**src/bbm_pkg.sv**
```systemverilog
// shared types and constants for the break-before-make speed relay
`timescale 1ns / 1ps

package bbm_pkg;

    typedef enum logic [2:0] {
        PH_IDLE    = 3'd0,
        PH_PENDING = 3'd1,
        PH_APPLIED = 3'd2,
        PH_FAILED  = 3'd3,
        PH_FROZEN  = 3'd4
    } t_phase;

    typedef enum logic [2:0] {
        ERR_NONE      = 3'd0,
        ERR_QUERY     = 3'd1,
        ERR_DISABLED  = 3'd2,
        ERR_NOT_READY = 3'd3,
        ERR_READ      = 3'd4,
        ERR_WRITE     = 3'd5,
        ERR_BAD_STEP  = 3'd6
    } t_err;

    typedef enum logic [1:0] {
        ST_ACTIVE    = 2'd0,
        ST_QUERY_ERR = 2'd1,
        ST_DISABLED  = 2'd2,
        ST_NOT_READY = 2'd3
    } t_status;

    typedef enum logic {
        CMD_TARGET = 1'b0,
        CMD_TICK   = 1'b1
    } t_cmd;

    localparam logic [7:0]  CFG_STEP_COUNT = 8'd0;
    localparam logic [7:0]  CFG_BBM_MS     = 8'd1;
    localparam logic [31:0] RETRY_MS       = 32'd1000;
    localparam logic [3:0]  STEP_COUNT_RST = 4'd1;

    typedef struct packed {
        logic [3:0]  step_count;
        logic [15:0] bbm_ms;
    } t_cfg;

    typedef struct packed {
        t_cmd        cmd;
        logic [31:0] now;
        logic        enabled;
        logic        target_running;
        logic [3:0]  target_step;
        logic [31:0] revision;
        t_status     output_status;
        logic        read_ok;
        logic [7:0]  readback;
        logic        write_ok;
    } t_item;

    typedef struct packed {
        logic        want_running;
        logic [3:0]  want_step;
        logic [31:0] want_revision;
        logic        done_running;
        logic [3:0]  done_step;
        logic        done_valid;
        logic [31:0] done_revision;
        logic        all_off_done;
        logic [31:0] ready_deadline;
        logic [31:0] retry_deadline;
        t_phase      phase;
        t_err        error;
        logic        online;
        logic        obs_valid;
        logic [31:0] change_time;
    } t_state;

    typedef struct packed {
        logic        drive_write;
        logic [7:0]  drive_mask;
        t_phase      phase;
        t_err        error;
        logic        applied_valid;
        logic        applied_running;
        logic [3:0]  applied_step;
        logic        online;
        logic        observed_valid;
        logic [31:0] changed_at;
    } t_result;

endpackage

```
**src/bbm_step.sv**
```systemverilog
// next-state and result logic for one target or tick beat
`timescale 1ns / 1ps

module bbm_step #(
    parameter int MAX_STEPS = 8
) (
    input  bbm_pkg::t_cfg    i_cfg,
    input  bbm_pkg::t_item   i_item,
    input  bbm_pkg::t_state  i_state,
    output bbm_pkg::t_state  o_state,
    output bbm_pkg::t_result o_result
);

    localparam int CAP = (MAX_STEPS < 8) ? MAX_STEPS : 8;

    function automatic bbm_pkg::t_state f_fail(bbm_pkg::t_state s, bbm_pkg::t_err e,
                                               logic [31:0] now);
        bbm_pkg::t_state r;
        r                = s;
        r.error          = e;
        r.phase          = bbm_pkg::PH_FAILED;
        r.done_valid     = 1'b0;
        r.online         = 1'b0;
        r.obs_valid      = 1'b0;
        r.change_time    = now;
        r.retry_deadline = now + bbm_pkg::RETRY_MS;
        return r;
    endfunction

    function automatic bbm_pkg::t_state f_apply(bbm_pkg::t_state s, logic [31:0] now);
        bbm_pkg::t_state r;
        r               = s;
        r.done_running  = s.want_running;
        r.done_step     = s.want_step;
        r.done_valid    = 1'b1;
        r.done_revision = s.want_revision;
        r.online        = 1'b1;
        r.phase         = bbm_pkg::PH_APPLIED;
        r.error         = bbm_pkg::ERR_NONE;
        r.change_time   = now;
        r.obs_valid     = 1'b1;
        return r;
    endfunction

    logic [3:0]  count;
    logic        have_out;
    logic [7:0]  cnt_mask;
    logic [7:0]  exp_mask;
    logic        match;
    logic [31:0] retry_diff;
    logic [31:0] ready_diff;
    logic        retry_due;
    logic        ready_due;
    logic        just_off;
    logic        go;
    logic        wr_flag;
    logic [7:0]  wr_mask;
    bbm_pkg::t_state n;

    // effective step count, capped by the build-time limit and the 8-bit readback
    assign count    = (i_cfg.step_count > CAP[3:0]) ? CAP[3:0] : i_cfg.step_count;
    assign have_out = (count != 4'd0);

    always_comb begin
        for (int i = 0; i < 8; i++) begin
            cnt_mask[i] = (4'(i) < count);
            exp_mask[i] = i_state.want_running && (i_state.want_step == 4'(i));
        end
    end

    assign match      = (((i_item.readback ^ exp_mask) & cnt_mask) == 8'd0);
    assign retry_diff = i_item.now - i_state.retry_deadline;
    assign retry_due  = !retry_diff[31];
    assign ready_diff = i_item.now - i_state.ready_deadline;

    always_comb begin
        n         = i_state;
        wr_flag   = 1'b0;
        wr_mask   = 8'd0;
        go        = 1'b0;
        just_off  = 1'b0;
        ready_due = 1'b0;
        if (i_item.cmd == bbm_pkg::CMD_TARGET) begin
            if (i_item.revision != i_state.want_revision) begin
                n.want_running   = i_item.target_running;
                n.want_step      = i_item.target_step;
                n.want_revision  = i_item.revision;
                n.phase          = bbm_pkg::PH_PENDING;
                n.retry_deadline = 32'd0;
            end
        end else begin
            priority if (have_out && (i_item.output_status != bbm_pkg::ST_ACTIVE)) begin
                n.all_off_done = 1'b0;
                n = f_fail(n, bbm_pkg::t_err'({1'b0, i_item.output_status}), i_item.now);
            end else if (!i_item.enabled) begin
                n.phase = bbm_pkg::PH_FROZEN;
            end else if (retry_due) begin
                go = 1'b1;
                // readback check while the applied command is still current
                if (!n.all_off_done && n.done_valid && (n.done_revision == n.want_revision))
                begin
                    if (have_out && !i_item.read_ok) begin
                        n  = f_fail(n, bbm_pkg::ERR_READ, i_item.now);
                        go = 1'b0;
                    end else if (match) begin
                        n.phase = bbm_pkg::PH_APPLIED;
                        go      = 1'b0;
                    end
                end
                // break phase: everything off
                if (go && !n.all_off_done) begin
                    if (have_out) begin
                        wr_flag = 1'b1;
                        wr_mask = 8'd0;
                        if (!i_item.write_ok) begin
                            n  = f_fail(n, bbm_pkg::ERR_WRITE, i_item.now);
                            go = 1'b0;
                        end
                    end
                    if (go) begin
                        n.done_running   = 1'b0;
                        n.done_step      = n.want_step;
                        n.done_valid     = 1'b1;
                        n.obs_valid      = 1'b1;
                        n.change_time    = i_item.now;
                        n.all_off_done   = 1'b1;
                        n.ready_deadline = i_item.now + {16'd0, i_cfg.bbm_ms};
                        just_off         = 1'b1;
                    end
                end
                // make phase: energise the chosen output
                if (go) begin
                    // a deadline set to now + bbm in this beat is due only when the
                    // interval is zero
                    ready_due = just_off ? (i_cfg.bbm_ms == 16'd0) : !ready_diff[31];
                    if (!n.want_running) begin
                        n              = f_apply(n, i_item.now);
                        n.all_off_done = 1'b0;
                    end else if (ready_due) begin
                        if (n.want_step < count) begin
                            wr_flag = 1'b1;
                            wr_mask = 8'(9'd1 << n.want_step);
                            if (i_item.write_ok) begin
                                n = f_apply(n, i_item.now);
                            end else begin
                                n = f_fail(n, bbm_pkg::ERR_WRITE, i_item.now);
                            end
                            n.all_off_done = 1'b0;
                        end else begin
                            n = f_fail(n, bbm_pkg::ERR_BAD_STEP, i_item.now);
                        end
                    end
                end
            end
        end
    end

    assign o_state = n;

    always_comb begin
        o_result.drive_write     = wr_flag;
        o_result.drive_mask      = wr_mask;
        o_result.phase           = n.phase;
        o_result.error           = n.error;
        o_result.applied_valid   = n.done_valid;
        o_result.applied_running = n.done_running;
        o_result.applied_step    = n.done_step;
        o_result.online          = n.online;
        o_result.observed_valid  = n.obs_valid;
        o_result.changed_at      = n.change_time;
    end

endmodule

```
**src/break_before_make_speed_relay.sv**
```systemverilog
// top level of the break-before-make multi-speed relay driver
`timescale 1ns / 1ps

// Drives a multi-speed motor through one relay output per speed step. Target
// beats (cmd 0) store a new running flag and step under a revision; a repeated
// revision is ignored. Tick beats (cmd 1) check output availability and the
// enable, then, once the retry deadline is due, verify the relay readback,
// switch every output off, wait break_before_make_ms and energise the one
// chosen output. Failures record an error code and retry 1000 ms later. Every
// beat, target or tick, gives exactly one result beat. The block takes one
// beat per cycle while the skid register is empty: the whole update is a
// single pass of compare and add logic from the state registers to the
// result register. A two-entry output stage (result register plus skid
// register) lets a beat be accepted while a result is still waiting. The
// configuration port is always ready; writes to unknown indexes are dropped.
module break_before_make_speed_relay #(
    parameter int MAX_STEPS = 8
) (
    input  logic        i_clk,
    input  logic        i_rst_n,

    // configuration write channel
    input  logic        i_cfg_valid,
    output logic        o_cfg_ready,
    input  logic [7:0]  i_cfg_index,
    input  logic [15:0] i_cfg_data,

    // input item channel
    input  logic        i_valid,
    output logic        o_ready,
    input  logic        i_cmd,
    input  logic [31:0] i_now,
    input  logic        i_enabled,
    input  logic        i_target_running,
    input  logic [3:0]  i_target_step,
    input  logic [31:0] i_revision,
    input  logic [1:0]  i_output_status,
    input  logic        i_read_ok,
    input  logic [7:0]  i_readback,
    input  logic        i_write_ok,

    // result channel
    output logic        o_valid,
    input  logic        i_ready,
    output logic        o_drive_write,
    output logic [7:0]  o_drive_mask,
    output logic [2:0]  o_phase,
    output logic [2:0]  o_error,
    output logic        o_applied_valid,
    output logic        o_applied_running,
    output logic [3:0]  o_applied_step,
    output logic        o_online,
    output logic        o_observed_valid,
    output logic [31:0] o_changed_at
);

    bbm_pkg::t_cfg    r_cfg;
    bbm_pkg::t_state  r_state;
    bbm_pkg::t_state  n_state;
    bbm_pkg::t_item   item;
    bbm_pkg::t_result res;
    bbm_pkg::t_result r_out;
    bbm_pkg::t_result r_skid;
    logic             r_out_valid;
    logic             r_skid_valid;
    logic             in_acc;
    logic             out_free;

    // config registers; the user must write them only while idle, the block does not enforce it
    assign o_cfg_ready = 1'b1;

    always_ff @(posedge i_clk) begin
        if (!i_rst_n) begin
            r_cfg.step_count <= bbm_pkg::STEP_COUNT_RST;
            r_cfg.bbm_ms     <= 16'd0;
        end else if (i_cfg_valid) begin
            if (i_cfg_index == bbm_pkg::CFG_STEP_COUNT) begin
                r_cfg.step_count <= i_cfg_data[3:0];
            end else if (i_cfg_index == bbm_pkg::CFG_BBM_MS) begin
                r_cfg.bbm_ms <= i_cfg_data;
            end
        end
    end

    // gather the input beat
    always_comb begin
        item.cmd            = bbm_pkg::t_cmd'(i_cmd);
        item.now            = i_now;
        item.enabled        = i_enabled;
        item.target_running = i_target_running;
        item.target_step    = i_target_step;
        item.revision       = i_revision;
        item.output_status  = bbm_pkg::t_status'(i_output_status);
        item.read_ok        = i_read_ok;
        item.readback       = i_readback;
        item.write_ok       = i_write_ok;
    end

    bbm_step #(
        .MAX_STEPS(MAX_STEPS)
    ) u_step (
        .i_cfg   (r_cfg),
        .i_item  (item),
        .i_state (r_state),
        .o_state (n_state),
        .o_result(res)
    );

    // accept unless the skid register is holding a result
    assign o_ready  = !r_skid_valid;
    assign in_acc   = i_valid && o_ready;
    assign out_free = !r_out_valid || i_ready;

    // controller state only moves on accepted beats
    always_ff @(posedge i_clk) begin
        if (!i_rst_n) begin
            r_state <= '0;
        end else if (in_acc) begin
            r_state <= n_state;
        end
    end

    // output register plus skid
    always_ff @(posedge i_clk) begin
        if (!i_rst_n) begin
            r_out_valid  <= 1'b0;
            r_skid_valid <= 1'b0;
        end else if (out_free) begin
            if (r_skid_valid) begin
                r_out_valid  <= 1'b1;
                r_skid_valid <= 1'b0;
            end else begin
                r_out_valid <= in_acc;
            end
        end else if (in_acc) begin
            r_skid_valid <= 1'b1;
        end
    end

    always_ff @(posedge i_clk) begin
        if (out_free) begin
            if (r_skid_valid) begin
                r_out <= r_skid;
            end else if (in_acc) begin
                r_out <= res;
            end
        end else if (in_acc) begin
            r_skid <= res;
        end
    end

    assign o_valid           = r_out_valid;
    assign o_drive_write     = r_out.drive_write;
    assign o_drive_mask      = r_out.drive_mask;
    assign o_phase           = r_out.phase;
    assign o_error           = r_out.error;
    assign o_applied_valid   = r_out.applied_valid;
    assign o_applied_running = r_out.applied_running;
    assign o_applied_step    = r_out.applied_step;
    assign o_online          = r_out.online;
    assign o_observed_valid  = r_out.observed_valid;
    assign o_changed_at      = r_out.changed_at;

endmodule

```
**config.mk**
```make
export PLATFORM = sky130hd
export DESIGN_NAME = break_before_make_speed_relay
export DESIGN_NICKNAME = d
export VERILOG_FILES = /design/src/bbm_pkg.sv /design/src/bbm_step.sv /design/src/break_before_make_speed_relay.sv
export SDC_FILE = /design/constraint.sdc
export NUM_CORES = 1
export LEC_CHECK = 0
export ABC_AREA = 0
export BUFFER_PORTS_ARGS = -buffer_cell sky130_fd_sc_hd__buf_2
export CAP_MARGIN = 20
export CORE_ASPECT_RATIO = 2
export CORE_UTILIZATION = 55
export CTS_CLUSTER_SIZE = 8
export DETAILED_ROUTE_END_ITERATION = 12
export PLACE_DENSITY = 0.8
export SYNTH_ARGS = -nofsm -noshare
export SYNTH_HDL_FRONTEND = slang
export SYNTH_HIERARCHICAL = 1
export SYNTH_SLANG_ARGS = --single-unit
```
**constraint.sdc**
```tcl
create_clock -name i_clk -period 3.6 [get_ports i_clk]
set_input_delay 0.54 -clock i_clk [delete_from_list [all_inputs] [get_ports i_clk]]
set_output_delay 0.54 -clock i_clk [all_outputs]
set_load 0.005 [all_outputs]
```
# Word-level counts from Yosys, hierarchy flattened
# Cells that the tools add are included.
dict set report totals {
  regBits 312
  input_bits 112
  output_inout_bits 58
  elab_cells 199
}
dict set report classes {
  n_addsub 4
  magnitude_cmp 10
  eq_ne 16
  shift 1
  n_mux 83
  n_bitwise 7
  n_reduce_logical 39
}
# cell count
set op_table {}
lappend op_table {{$mux W180} 12}
lappend op_table {{$mux W143} 4}
lappend op_table {{$mux W138} 3}
lappend op_table {{$mux W37} 5}
lappend op_table {{$mux W140} 1}
lappend op_table {{$mux W55} 2}
lappend op_table {{$mux W98} 1}
lappend op_table {{$mux W71} 1}
lappend op_table {{$mux W35} 2}
lappend op_table {{$mux W33} 2}
lappend op_table {{$mux W8} 8}
lappend op_table {{$sub A32 B32 Y32} 2}
lappend op_table {{$mux W1} 37}
lappend op_table {{$add A32 B10 Y32 const B} 1}
lappend op_table {{$add A32 B16 Y32} 1}
lappend op_table {{$eq A32 B32 Y1} 1}
lappend op_table {{$ne A32 B32 Y1} 1}
lappend op_table {{$eq A4 B3 Y1 const B} 4}
lappend op_table {{$logic_not A16 Y1} 1}
lappend op_table {{$logic_not A8 Y1} 2}
lappend op_table {{$lt A3 B4 Y1 const A} 4}
lappend op_table {{$logic_and A1 B1 Y1} 14}
lappend op_table {{$reduce_and A5 Y1} 2}
lappend op_table {{$mux W3} 3}
lappend op_table {{other kinds (26)} 46}

# Logic depth before layout (Yosys ltp)
dict set report depth {
  ltp_word 36
  depth_mapped 16
  depth_no_buf 15
}

# By module
# Netlist, hierarchy kept.
# mod n_inst cells_each area_each_um2 seq_area_each_um2
set modules_own_cells {}
lappend modules_own_cells {break_before_make_speed_relay 1 1051 11403.4 7347.0}
lappend modules_own_cells {bbm_step 1 974 7203.2 0.0}

# Worst setup path after synthesis
# Ideal clock, no wire load.
dict set report synth_path {
  path_kind {input to register}
  from {input i_valid}
  to {register r_skid[0] in the netlist's numbering (enable)}
  setup_time_ns 0.468
  arrival_time_ns 3.289
  required_time_ns 3.132
  slack_ns -0.157
  cell_stages 4
  path_buffers 2
  path_cell_list {nand2b_1 -> clkbuf_1 -> clkbuf_1 -> nor2_1}
}
dict set report synth_via {
  elab_chain_cells 2
}
# item line_no
set synth_lines {}
lappend synth_lines {{start, declared} break_before_make_speed_relay.sv:29} ;# input logic i_valid,
lappend synth_lines {{$logic_and A1 B1 Y1} break_before_make_speed_relay.sv:111} ;# assign in_acc = i_valid && o_ready;
lappend synth_lines {{$reduce_and A2 Y1 (no source line)} n/a}
lappend synth_lines {{end signal, assigned} break_before_make_speed_relay.sv:148} ;# r_skid <= res;
lappend synth_lines {{end, declared} break_before_make_speed_relay.sv:63} ;# bbm_pkg::t_result r_skid;
# Every way passes these cells.
# A chain may end at the register's enable or synchronous reset.

==> metrics.yaml <==
yosys:
  ys_async_sr_fraction_pct: 0
  syn-num-nets: 2218
  yosys.area.top_type: "dfxtp_1"
  synth_top_cell_area_share_pct: 21.7
  synth_seq_area_share_pct: 39.5
  synth_area_sq_um: 18600
  yosysWarnings: 6
  synth.area.top_cells: "dfxtp_1 (22%), edfxtp_1 (18%), nand2_1 (9.7%)"
  synth-seq-cells: 312
  synthCells: 2025
  yosys-top-cells-count: "nand2_1 (480), dfxtp_1 (202), edfxtp_1 (110), a21boi_1 (102), mux2_2 (92)"
  netlist-cell-type-count: 82
  synth_ff_type: "dfxtp_1"
  synth.avg_cell_area_sq_um: 9.19
  yosysMostFrequentCell: "nand2_1"
  synth-edff-count: 110
worst_setup_path:
  cp.required_ns: 3.91
  cp-endpoint: "o_phase[2]"
  timing.reg2reg.setup_slack_ns: 0.02
  critPathKind: "reg -> reg"
  cp_max_fo: 4
  r2r-start: "r_state[149]"
  critPathLaunch: "r_state[149]"
  r2r_cells: 13
  arrival_ns: 3.89
  worst_setup_path_end_kind: "register"
  startpoint_type: "register"
  rr_endpoint: "o_phase[2]"
power_and_ir_drop:
  p_clk_share_pct: 41.5
  pwr-share-comb_pct: 16.0
  p_int_w: 0.00676
  swShare_pct: 26.4
  p_leak_nw: 9.06
  pwr_density_cell_nw_per_um2: 401
  seqPwrFrac_pct: 42.4
  power.switching_w: 0.00243
  peakVddDrop_mv: 0.349
  power_w: 0.00919
die:
  io_pins: 170
  initial_utilization_pct: 56.3
  fp-row-count: 94
  die_x_um: 132
  coreArea_sq_um: 33000
  dieArea_sq_um: 34600
  chipHeight_um: 262
layout:
  layout-drive-gt1-share_pct: 28.8
  final_nets: 2503
  area_growth_pct: 23.2
  finish.utilization_pct: 69.3
route:
  postRouteAntennaNets: 0
  wl_um: 54700
  vias: 16000
  drc: 0
  drt-initial-drc-count: 804
  first_pass_iters: 5
  avgViaCountPerCell: 5.79
  wl_per_cell_um: 19.8
timing:
  min_period_over_period_pct: 99.4
  final.setup.worst_slack_ns: 0.0206
  slew_headroom_pct: 37.5
  finalSetupViolCount: 0
  final.min_clock_period_ns: 3.58
  slew_viol_final: 0
  worst_slew_pin_slew_ns: 0.938
  finClkSkew_ns: 0.0378
  max_freq_mhz: 279
  hold_viol: 0
  grt_setup_unrepaired: "true"
global_route:
  grtUsageTotal_pct: 31.0
  antenna_found_initial: 4
  grt_max_degree: 181
  grt_pass1_vias: 16200
  grt_pass1_wl_um: 83400
  gr-total-overflow: 0
placed_design:
  io_buffers: 168
  gp_congestion: 0.914
  post-dp-hpwl_um: 37600
  dp_slack_ns: -0.676
clock_tree:
  cts_max_level: 2
  cts_tree: "done"
  cts_buffer_depth: 3
  clock_latency_ns: 0.57
  cts-root-buf: "clkbuf_16"
  cts_sinks: 312
  cts_made_buffers: 44
  path_clk_slew_ns: 0.05
outcome:
  status: "complete, no violations"
run:
  max-cap-violations: 0
min_path:
  hold_path.class: "in -> reg"
==> layer usage <==
metal	part of all wire, %	GRT usage [%]	wire, um	vias up
li1	-	-	-	7549
met1	33	28.8	18000	7711
met2	53	59.2	29100	540
met3	4.3	3.59	2360	229
met4	9.5	27.9	5190	0
met5	0	0	0	-
==> through the flow <==
stage                     cells  cell area (sq um)  TNS (ns)  hold slack [ns]
after global routing       2768              22900   -0.0830            0.242
after detailed placement   2673              20900   -105.07            0.447
after CTS                  2759              22600    -0.486            0.225
after global placement     2672              20900    -83.05            0.440
final                      2768              22900         0            0.241
after floorplan            2025              18600         0            0.432
==> layout by cell type, fill, tap and decap left out, types with 56 or more instances in the layout <==
cell and n:
nand2_1 479, buf_4 203, dfxtp_1 179, buf_2 167, edfxtp_1 110, a21boi_1 102
mux2_2 91, inv_1 88, a21boi_0 81, ha_1 71, xor2_1 64, nor2_1 56
==> sequential cells by signal (all words and copies together), names as in the netlist, 3 cells and up <==
register	flops
r_state	180
r_skid	55
o_changed_at	32
r_cfg	20
o_drive_mask	8
o_applied_step	4
o_error	3
o_phase	3
==> power by group through the flow <==
stage	combinational (W)	sequential, W	clock, W
final	0.00147	0.00390	0.00382
after CTS	0.00143	0.00390	0.00387
after global routing	0.00158	0.00391	0.00401
after floorplan	0.000808	0.00395	0
after global placement	0.00129	0.00396	0
after detailed placement	0.00134	0.00397	0
==> logic make-up after synthesis <==
group	synth area share (%)
xor+xnor	5.74
other cells	0.0202
simple gates	16.0
fa+ha+maj	5.49
flops	39.5
buf+inv	6.26
compound gates	15.6
mux	11.4
==> how the worst min path moves through the flow <==
stage / slack (ns) / depth (start not counted) / endpoint / startpoint
after global placement: 0.44 / 2 / r_state[31] / r_state[31]
after global routing: 0.24 / 3 / r_cfg[4] / i_cfg_data[4]
after floorplan: 0.43 / 2 / r_state[175] / r_state[175]
after detailed placement: 0.45 / 2 / r_state[75] / r_state[75]
after CTS: 0.23 / 3 / r_cfg[15] / i_cfg_data[15]
final: 0.24 / 3 / r_cfg[15] / i_cfg_data[15]
==> worst max-delay path, cell delays in order, from the launching register on <==
cell and delay [ns]:
dfxtp_1 0.33, xnor2_2 0.20, nand4_1 0.27, or4_4 0.60
nor4_4 0.26, buf_4 0.19, a21o_1 0.19, o21ai_4 0.09
buf_4 0.14, buf_4 0.13, a31oi_1 0.25, o21ai_0 0.18
a21o_1 0.24, mux2_2 0.26
==> layout make-up <==
class | count | area (sq um)
multi-input combinational | 1468 | 10600
fill | 2424 | 10100
sequential | 312 | 7380
timing repair buffer | 393 | 2770
clock buffer | 65 | 1180
tap | 432 | 541
inverter | 91 | 344
clock inverter | 3 | 68.8
antenna | 4 | 10.0
==> what timing repair did <==
item | in CTS | in global routing
gates cloned | 2 | 2
setup buffers | 19 | 8
pin swaps | 30 | 32
gates resized for setup | 52 | 70
endpoints found under the setup margin | 219 | 186
hold buffers | 0 | 0
(Power assumes the default switching activity.)
